<file path="src/hdl/pma_pkg.sv">
package pma_pkg;

    localparam int MAX_KERNEL = 8;
    localparam int MAX_WIDTH  = 256;
    localparam int MAX_HEIGHT = 256;
    localparam int KW  = $clog2(MAX_KERNEL);        // kernel row index bits
    localparam int CW  = $clog2(MAX_WIDTH);         // column index bits
    localparam int RW  = $clog2(MAX_HEIGHT);        // row index bits
    localparam int LS_DEPTH = MAX_KERNEL * MAX_WIDTH;
    localparam int LSAW = $clog2(LS_DEPTH);
    localparam int NW  = $clog2(MAX_KERNEL * MAX_KERNEL + 1);   // window count bits
    localparam int SW  = 16 + NW;                   // sum width

    localparam logic [2:0] REG_KERNEL = 3'd0;
    localparam logic [2:0] REG_STRIDE = 3'd1;
    localparam logic [2:0] REG_HEIGHT = 3'd2;
    localparam logic [2:0] REG_WIDTH  = 3'd3;
    localparam logic [2:0] REG_MODE   = 3'd4;

    // controller -> datapath
    typedef struct packed {
        logic            clear;     // start a new window
        logic            rd_en;     // read store entry
        logic [LSAW-1:0] rd_addr;
        logic            acc_en;    // accumulate registered read data
        logic            div_start;
        logic            load_out;
    } pma_cmd_t;

    // datapath -> controller
    typedef struct packed {
        logic div_busy;
    } pma_sts_t;

endpackage

</file>
<file path="src/hdl/pma_stream_if.sv">
interface pma_stream_if #(parameter int W = 16);
    logic         valid;
    logic         ready;
    logic [W-1:0] data;
    modport source (output valid, output data, input ready);
    modport sink   (input valid, input data, output ready);
endinterface

</file>
<file path="src/hdl/pma_ctrl.sv">
// position counters, window sweep and output handshake
module pma_ctrl (
    input  logic                     clk,
    input  logic                     rst_n,
    input  logic                     cfg_we,
    input  logic [2:0]               cfg_index,
    input  logic [8:0]               cfg_data,
    pma_stream_if.sink               in_ch,
    input  logic                     out_ready,
    output logic                     out_valid,
    output logic                     out_done,
    output logic                     mode,
    output pma_pkg::pma_cmd_t        cmd,
    input  pma_pkg::pma_sts_t        sts,
    output logic                     we,
    output logic [pma_pkg::LSAW-1:0] waddr
);
    localparam int KW = pma_pkg::KW;
    localparam int CW = pma_pkg::CW;
    localparam int RW = pma_pkg::RW;

    typedef enum logic [2:0] {
        S_IDLE, S_SCAN, S_LAST, S_START, S_DIV, S_LOAD, S_OUT
    } state_t;

    state_t state_reg;
    logic [3:0] k_reg, s_reg;
    logic [8:0] h_reg, w_reg;
    logic [RW-1:0] row_reg, orow_reg;
    logic [CW-1:0] col_reg, ocol_reg;
    logic [RW-1:0] hs_reg, hcur_reg;
    logic [CW-1:0] ws_reg, wcur_reg;
    logic [CW:0] we_end_reg;
    logic [RW:0] he_end_reg;
    logic done_reg, valid_reg, mode_reg;

    // effective settings
    logic [4:0] k_e, s_e;
    logic [RW:0] hn;
    logic [CW:0] wn;
    logic rc, cc, lr, lc, acc;
    logic [RW+4:0] hs_w;
    logic [CW+4:0] ws_w;
    logic [RW+5:0] hek;
    logic [CW+5:0] wek;

    always_comb
    begin
        k_e = (k_reg == 4'd0) ? 5'd1 : (k_reg > 4'(pma_pkg::MAX_KERNEL)) ?
              5'(pma_pkg::MAX_KERNEL) : {1'b0, k_reg};
        s_e = (s_reg == 4'd0) ? 5'd1 : ({1'b0, s_reg} > k_e) ? k_e : {1'b0, s_reg};
        hn  = (h_reg == 9'd0) ? (RW+1)'(1) : (h_reg > 9'(pma_pkg::MAX_HEIGHT)) ?
              (RW+1)'(pma_pkg::MAX_HEIGHT) : (RW+1)'(h_reg);
        wn  = (w_reg == 9'd0) ? (CW+1)'(1) : (w_reg > 9'(pma_pkg::MAX_WIDTH)) ?
              (CW+1)'(pma_pkg::MAX_WIDTH) : (CW+1)'(w_reg);
        lr  = ({1'b0, row_reg} + 1'b1 == hn);
        lc  = ({1'b0, col_reg} + 1'b1 == wn);
        // window closes where pos+1 == n, or pos+1 >= k and (pos+1-k) lands on a stride
        // next window start = out*s; closing means pos+1 == start+k (or last)
        hs_w = orow_reg * s_e;
        ws_w = ocol_reg * s_e;
        hek  = (RW+6)'(hs_w) + (RW+6)'(k_e);
        wek  = (CW+6)'(ws_w) + (CW+6)'(k_e);
        rc   = lr || ((RW+6)'(row_reg) + 1'b1 == hek);
        cc   = lc || ((CW+6)'(col_reg) + 1'b1 == wek);
        acc  = in_ch.valid && in_ch.ready;
    end

    assign in_ch.ready = (state_reg == S_IDLE);
    assign we    = acc;
    assign waddr = {row_reg[KW-1:0], col_reg};
    assign out_valid = valid_reg;
    assign out_done  = done_reg;
    assign mode      = mode_reg;

    always_comb
    begin
        cmd = '0;
        cmd.rd_addr = {hcur_reg[KW-1:0], wcur_reg};
        case (state_reg)
            S_IDLE:
            begin
                cmd.clear = 1'b1;
            end
            S_SCAN:
            begin
                cmd.rd_en = 1'b1;
                cmd.acc_en = (hcur_reg != hs_reg) || (wcur_reg != ws_reg);
            end
            S_LAST:
            begin
                cmd.acc_en = 1'b1;
            end
            S_START:
            begin
                // sum is complete here
                cmd.div_start = mode_reg;
            end
            S_DIV:
            begin
                cmd.load_out = !sts.div_busy;
            end
            S_LOAD:
            begin
            end
            S_OUT:
            begin
            end
            default:
            begin
            end
        endcase
    end

    always_ff @(posedge clk or negedge rst_n)
    begin
        if (!rst_n)
        begin
            state_reg <= S_IDLE;
            k_reg <= 4'd1; s_reg <= 4'd1; h_reg <= 9'd1; w_reg <= 9'd1; mode_reg <= 1'b0;
            row_reg <= '0; col_reg <= '0; orow_reg <= '0; ocol_reg <= '0;
            valid_reg <= 1'b0; done_reg <= 1'b0;
            hs_reg <= '0; ws_reg <= '0; hcur_reg <= '0; wcur_reg <= '0;
            he_end_reg <= '0; we_end_reg <= '0;
        end
        else if (cfg_we)
        begin
            case (cfg_index)
                pma_pkg::REG_KERNEL: k_reg <= cfg_data[3:0];
                pma_pkg::REG_STRIDE: s_reg <= cfg_data[3:0];
                pma_pkg::REG_HEIGHT: h_reg <= cfg_data;
                pma_pkg::REG_WIDTH:  w_reg <= cfg_data;
                pma_pkg::REG_MODE:   mode_reg <= cfg_data[0];
                default: ;
            endcase
            if (cfg_index <= pma_pkg::REG_MODE)
            begin
                row_reg <= '0; col_reg <= '0; orow_reg <= '0; ocol_reg <= '0;
            end
        end
        else
        begin
            case (state_reg)
                S_IDLE:
                begin
                    if (acc)
                    begin
                        if (rc && cc)
                        begin
                            hs_reg   <= RW'(hs_w);
                            ws_reg   <= CW'(ws_w);
                            hcur_reg <= RW'(hs_w);
                            wcur_reg <= CW'(ws_w);
                            he_end_reg <= {1'b0, row_reg} + 1'b1;
                            we_end_reg <= {1'b0, col_reg} + 1'b1;
                            done_reg <= lr && lc;
                            if (lc)
                            begin
                                ocol_reg <= '0;
                                orow_reg <= lr ? '0 : orow_reg + 1'b1;
                            end
                            else
                            begin
                                ocol_reg <= ocol_reg + 1'b1;
                            end
                            state_reg <= S_SCAN;
                        end
                        if (lc)
                        begin
                            col_reg <= '0;
                            row_reg <= lr ? '0 : row_reg + 1'b1;
                        end
                        else
                        begin
                            col_reg <= col_reg + 1'b1;
                        end
                    end
                end
                S_SCAN:
                begin
                    if ({1'b0, wcur_reg} + 1'b1 == we_end_reg)
                    begin
                        wcur_reg <= ws_reg;
                        if ({1'b0, hcur_reg} + 1'b1 == he_end_reg)
                        begin
                            state_reg <= S_LAST;
                        end
                        else
                        begin
                            hcur_reg <= hcur_reg + 1'b1;
                        end
                    end
                    else
                    begin
                        wcur_reg <= wcur_reg + 1'b1;
                    end
                end
                S_LAST:
                begin
                    state_reg <= S_START;
                end
                S_START:
                begin
                    state_reg <= S_DIV;
                end
                S_DIV:
                begin
                    if (!sts.div_busy)
                    begin
                        state_reg <= S_LOAD;
                    end
                end
                S_LOAD:
                begin
                    valid_reg <= 1'b1;
                    state_reg <= S_OUT;
                end
                S_OUT:
                begin
                    if (out_ready)
                    begin
                        valid_reg <= 1'b0;
                        state_reg <= S_IDLE;
                    end
                end
                default:
                begin
                    state_reg <= S_IDLE;
                end
            endcase
        end
    end
endmodule

</file>
<file path="src/flat_wrapper.sv">
// flat-port wrapper written by rule: the top's interface ports become plain ports
module pma_ctrl_flat 
  (clk, rst_n, cfg_we, cfg_index, cfg_data, out_ready, out_valid, out_done, mode, cmd, sts, we, waddr, in_ch_valid, in_ch_data, in_ch_ready);
  pma_stream_if in_ch_i ();
  input  logic clk;
  input  logic rst_n;
  input  logic cfg_we;
  input  logic [2:0] cfg_index;
  input  logic [8:0] cfg_data;
  input  logic out_ready;
  output logic out_valid;
  output logic out_done;
  output logic mode;
  output pma_pkg::pma_cmd_t cmd;
  input  pma_pkg::pma_sts_t sts;
  output logic we;
  output logic [pma_pkg::LSAW-1:0] waddr;
  input wire logic [$bits(in_ch_i.valid)-1:0] in_ch_valid;
  input wire logic [$bits(in_ch_i.data)-1:0] in_ch_data;
  output wire logic [$bits(in_ch_i.ready)-1:0] in_ch_ready;
  assign in_ch_i.valid = in_ch_valid;
  assign in_ch_i.data = in_ch_data;
  assign in_ch_ready = in_ch_i.ready;
  pma_ctrl u_core (.clk(clk), .rst_n(rst_n), .cfg_we(cfg_we), .cfg_index(cfg_index), .cfg_data(cfg_data), .in_ch(in_ch_i), .out_ready(out_ready), .out_valid(out_valid), .out_done(out_done), .mode(mode), .cmd(cmd), .sts(sts), .we(we), .waddr(waddr));
endmodule
</file>
<file path="config.mk">
export PLATFORM = sky130hd
export DESIGN_NAME = pma_ctrl_flat
export DESIGN_NICKNAME = d
export VERILOG_FILES = /design/src/hdl/pma_pkg.sv /design/src/hdl/pma_stream_if.sv /design/src/hdl/pma_ctrl.sv /design/src/flat_wrapper.sv
export SDC_FILE = /design/constraint.sdc
export NUM_CORES = 1
export LEC_CHECK = 0
export ABC_AREA = 1
export BUFFER_PORTS_ARGS = -buffer_cell sky130_fd_sc_hd__buf_2
export CAP_MARGIN = 10
export CORE_MARGIN = 4
export CORE_UTILIZATION = 57
export DETAILED_ROUTE_END_ITERATION = 8
export GPL_ROUTABILITY_DRIVEN = 0
export PLACE_DENSITY_LB_ADDON = 0.3
export SLEW_MARGIN = 20
export SYNTH_ARGS = -nofsm -noshare
export SYNTH_HDL_FRONTEND = slang
export SYNTH_SLANG_ARGS = --single-unit
</file>
<file path="constraint.sdc">
create_clock -name clk -period 6 [get_ports clk]
set_input_delay 0.6 -clock clk [delete_from_list [all_inputs] [get_ports clk]]
set_output_delay 0.6 -clock clk [all_outputs]
set_load 0.03 [all_outputs]
</file>
==> run summary <==
SYNTHESIS
-----------------------------------------------------------------------------------------------------------------
Number of enable flip-flop cells after synthesis                                                                0
Synth warnings                                                                                                  0
Xor/xnor share of the synthesized area                                                                      4.85%
Number of standard cells after synthesis                                                                     1463
Simple-Gate Fraction of Synth Area                                                                          33.6%
Portion of the post-synthesis area used by sequential elements                                              28.4%
Area fraction in compound gates after synthesis                                                             9.68%
Main combinational cell family by area after synthesis                                               simple AND/OR/NAND/NOR gates
Number of nets in the synthesized netlist                                                                    1593
Synth unique cells                                                                                             51
Flops & latches, synth                                                                                        114
Dominant synthesized flop cell                                                                       sky130_fd_sc_hd__dfrtp_1
Per-instance average area after synthesis                                                                6.89 µm²
Dominant cells by area after synthesis                                                               sky130_fd_sc_hd__dfrtp_1 (27%), sky130_fd_sc_hd__nand2_1 (17%), sky130_fd_sc_hd__ha_1 (8.7%)
Arithmetic-cell share of the synthesized area counting full adders, half adders and majority gates          13.9%
Synth area leader                                                                                    sky130_fd_sc_hd__dfrtp_1
Asr flop ratio synth                                                                                         100%
Portion of netlist area occupied by mux cells                                                                  0%
Cell area after synthesis                                                                              0.0101 mm²
Share of the synthesized area in the top cell type                                                          27.3%

GLOBAL ROUTE
-----------------------------------------------------------------------------------------------------------------
Initial antenna violation count                                                                                 1
Tot GR Track Use                                                                                            27.6%
Wire length of the first global-routing pass                                                             44900 µm
Maximum number of pins on one net before global-route repair                                                   59
Global-route congestion overflow total                                                                          0
Number of global-route vias before repair                                                                    9318

FINAL LAYOUT
-----------------------------------------------------------------------------------------------------------------
Area added between synthesis and finish                                                                     25.1%
Antenna diode count                                                                                             0
Non-Filler Cell Area, Final                                                                            0.0126 mm²
Commonest non-fill, non-tap cells in the layout                                                      sky130_fd_sc_hd__nand2_1 (374), sky130_fd_sc_hd__inv_1 (173), sky130_fd_sc_hd__nor2_1 (118)
Fraction of final layout cells sized beyond drive strength 1                                                23.9%
Commonest non-fill, non-tap cell in the layout                                                       sky130_fd_sc_hd__nand2_1
Fin nets                                                                                                     1696

ROUTING
-----------------------------------------------------------------------------------------------------------------
DR vias/cell                                                                                                 5.78
Routed wire length on met2                                                                               14700 µm
Detailed-routing iteration count for the pre-antenna-repair pass                                                6
Via count                                                                                                   10.4k
Sum of met3 wire segment lengths after detailed routing                                                   2350 µm
Wl on met1                                                                                               12000 µm
Wirelength per Cell                                                                                       16.7 µm
Count of routing violations after the opening detailed-route iteration                                        983
Total detailed-routing wirelength                                                                        30100 µm
Number of nets still failing antenna checks after routing                                                       0
Topmost layer with routed signal wires                                                                       met5
Post-detailed-route DRC marker count                                                                            0

CRITICAL PATH
-----------------------------------------------------------------------------------------------------------------
FF-to-FF setup slack                                                                                      0.04 ns
Largest stage delay on the critical path                                                                  0.56 ns
Reg-to-reg critical path startpoint                                                                  u_core.k_reg[3]
Slowest cell on the critical path                                                                    sky130_fd_sc_hd__fa_1
Sort of element at the end of the critical path                                                          register
Category of the critical setup timing path                                                           register to register
Data arrival time of the critical path                                                                    6.25 ns
Cell seen most often among critical-path stages                                                      sky130_fd_sc_hd__nand2_1
Type of origin of the critical path                                                                      register
Maximum fanout encountered on the critical timing path                                                          7
Count of cells along the worst register-to-register path                                                       35
Endpoint required time on the critical path                                                               6.28 ns
Worst reg2reg path endpoint                                                                          u_core.ocol_reg[3]

CTS
-----------------------------------------------------------------------------------------------------------------
Sink Count                                                                                                    114
Deepest level of the CTS H-tree                                                                                 4
Deepest clock path buffer count                                                                                 2
Clock Root Buffer                                                                                    sky130_fd_sc_hd__clkbuf_16
Total CTS buffers                                                                                              17
Later-pin clock latency in the skew report                                                                0.42 ns
TritonCTS clock tree                                                                                          yes
Number of buffers added to fix hold violations after cts                                                        0
Clock slew seen by the registers of the worst setup and hold paths                                        0.06 ns

POWER
-----------------------------------------------------------------------------------------------------------------
Static leakage                                                                                            6.42 nW
Total power                                                                                               4.15 mW
Pwr/cell area                                                                                          330 mW/mm²
Max rail drop VDD                                                                                      0.000248 V

MIN PATH
-----------------------------------------------------------------------------------------------------------------
Class of the tightest hold or removal check                                                          input port to asynchronous set/reset pin

DIE
-----------------------------------------------------------------------------------------------------------------
X dimension of the die                                                                                     141 µm
Number of placement rows                                                                                       48
Die height                                                                                                 141 µm
Die area                                                                                               0.0199 mm²
Starting utilization of the core area                                                                       58.3%
Core outline area                                                                                      0.0173 mm²
I/O Pins                                                                                                       66

STA
-----------------------------------------------------------------------------------------------------------------
Timing-limited maximum frequency                                                                          168 MHz
Post-route fraction of the period consumed by the critical path                                             99.4%
Max Transition Viols Final                                                                                      0
Final worst clock skew                                                                                 0.00861 ns
Hold Fails Final Rpt                                                                                            0
Max transition margin                                                                                       6.42%
Final setup violation count                                                                                     0
Transition time at the pin with the least slew margin                                                     1.40 ns
Setup repair after global routing missed its margin                                                          true
Final Critical Period                                                                                     5.96 ns

PLACED DESIGN
-----------------------------------------------------------------------------------------------------------------
Dpl hpwl                                                                                                 20100 µm
Placement Cell Area                                                                                    0.0106 mm²
Number of input and output port buffers inserted                                                               49

RUN
-----------------------------------------------------------------------------------------------------------------
Total of max-cap violations                                                                                     0

RUN STATUS
-----------------------------------------------------------------------------------------------------------------
Status                                                                                               finished, final reports clean

-- final cells by class --
cell class	instances	area [µm²]
multi-input cells	1115	7220
inverters	203	783
repair buffers	113	815
repair inverters	2	25.0
well taps	225	282
clock buffers	20	447
clock inverters	12	179
fillers	1251	4690
flip-flops and latches	114	2860
-- critical path: cells and delay by family (launching register included) --
family	cells	cell delay, ns
simple gates	19	1.96
fa+ha+maj	5	1.93
compound gates	5	0.79
buf+inv	6	0.72
flops	1	0.42
-- through the flow --
stage	setup WS [ns]	TNS (ns)	util, %	hold WS, ns	std cells
final	0.0353	0	72.9	0.237	1804
after CTS	0.0114	0	65.4	0.268	1771
after global routing	-0.278	-9.66	72.9	0.295	1804
after floorplan	0.155	0	-	0.304	1463
after detailed placement	-0.121	-3.69	61.2	0.457	1730
after global placement	-0.00284	-0.0104	61.2	0.453	1730
-- cell usage after synthesis, types with 2 or more instances --
cell                         n
sky130_fd_sc_hd__o211ai_1    7
sky130_fd_sc_hd__clkinv_1    3
sky130_fd_sc_hd__dfstp_2     4
sky130_fd_sc_hd__nor2_1    143
sky130_fd_sc_hd__ha_1       70
sky130_fd_sc_hd__buf_6       4
sky130_fd_sc_hd__o21ai_1    25
sky130_fd_sc_hd__nor4_1      3
sky130_fd_sc_hd__nor3b_1     2
sky130_fd_sc_hd__o21ai_0    75
sky130_fd_sc_hd__a21oi_2     2
sky130_fd_sc_hd__nor2_2      8
sky130_fd_sc_hd__nand2_2    16
sky130_fd_sc_hd__o22ai_1    10
sky130_fd_sc_hd__nand4_1    31
sky130_fd_sc_hd__xnor2_1    19
sky130_fd_sc_hd__o21bai_1    3
sky130_fd_sc_hd__xor2_1     35
sky130_fd_sc_hd__a21oi_1    18
sky130_fd_sc_hd__o21ai_2    16
sky130_fd_sc_hd__or2_2       6
sky130_fd_sc_hd__dfrtp_1   110
sky130_fd_sc_hd__inv_1     189
sky130_fd_sc_hd__nand2_1   450
sky130_fd_sc_hd__nor3_1     13
sky130_fd_sc_hd__clkbuf_1   12
sky130_fd_sc_hd__buf_4      13
sky130_fd_sc_hd__nand3b_1    9
sky130_fd_sc_hd__nand3_2     3
sky130_fd_sc_hd__inv_2       9
sky130_fd_sc_hd__fa_1       26
sky130_fd_sc_hd__nand3_1   108
sky130_fd_sc_hd__buf_2       3
-- power breakdown --
group	internal, mW	leakage (nW)	switching, mW
registers	0.928	1.50	0.211
clock network	0.708	0.297	0.384
logic	0.681	4.62	1.24
total	2.32	6.42	1.84
-- how the worst max path moves through the flow --
stage	start	to	cells after the start
after floorplan	u_core.k_reg[3]	u_core.he_end_reg[2]	36
after global placement	u_core.k_reg[1]	u_core.ws_reg[7]	36
after detailed placement	u_core.k_reg[1]	u_core.we_end_reg[6]	34
after CTS	u_core.k_reg[1]	u_core.we_end_reg[3]	35
after global routing	u_core.k_reg[3]	u_core.ocol_reg[3]	34
final	u_core.k_reg[3]	u_core.ocol_reg[3]	35
-- what timing repair did --
item / in CTS / in global routing
gates resized for setup: 7 / 254
pin swaps: 4 / 112
setup buffers: 9 / 31
setup endpoints to repair: 55 / 70
cloned: 0 / 3
-- per-layer routing --
metal | vias to the layer above | global-route usage, %
met2 | 497 | 45.1
li1 | 4900 | -
met1 | 4932 | 35.7
met3 | 95 | 6.41
met5 | - | 0
met4 | 2 | 10.8
-- kinds of logic after synthesis --
kind of cell,Yosys count
adder cells (fa/ha/maj),96
AO/OA/AOI/OAI,167
XOR/XNOR,55
buffers and inverters,235
AND/OR/NAND/NOR,796
flip-flops,114
Note: power is estimated with default switching activity, not from simulation.
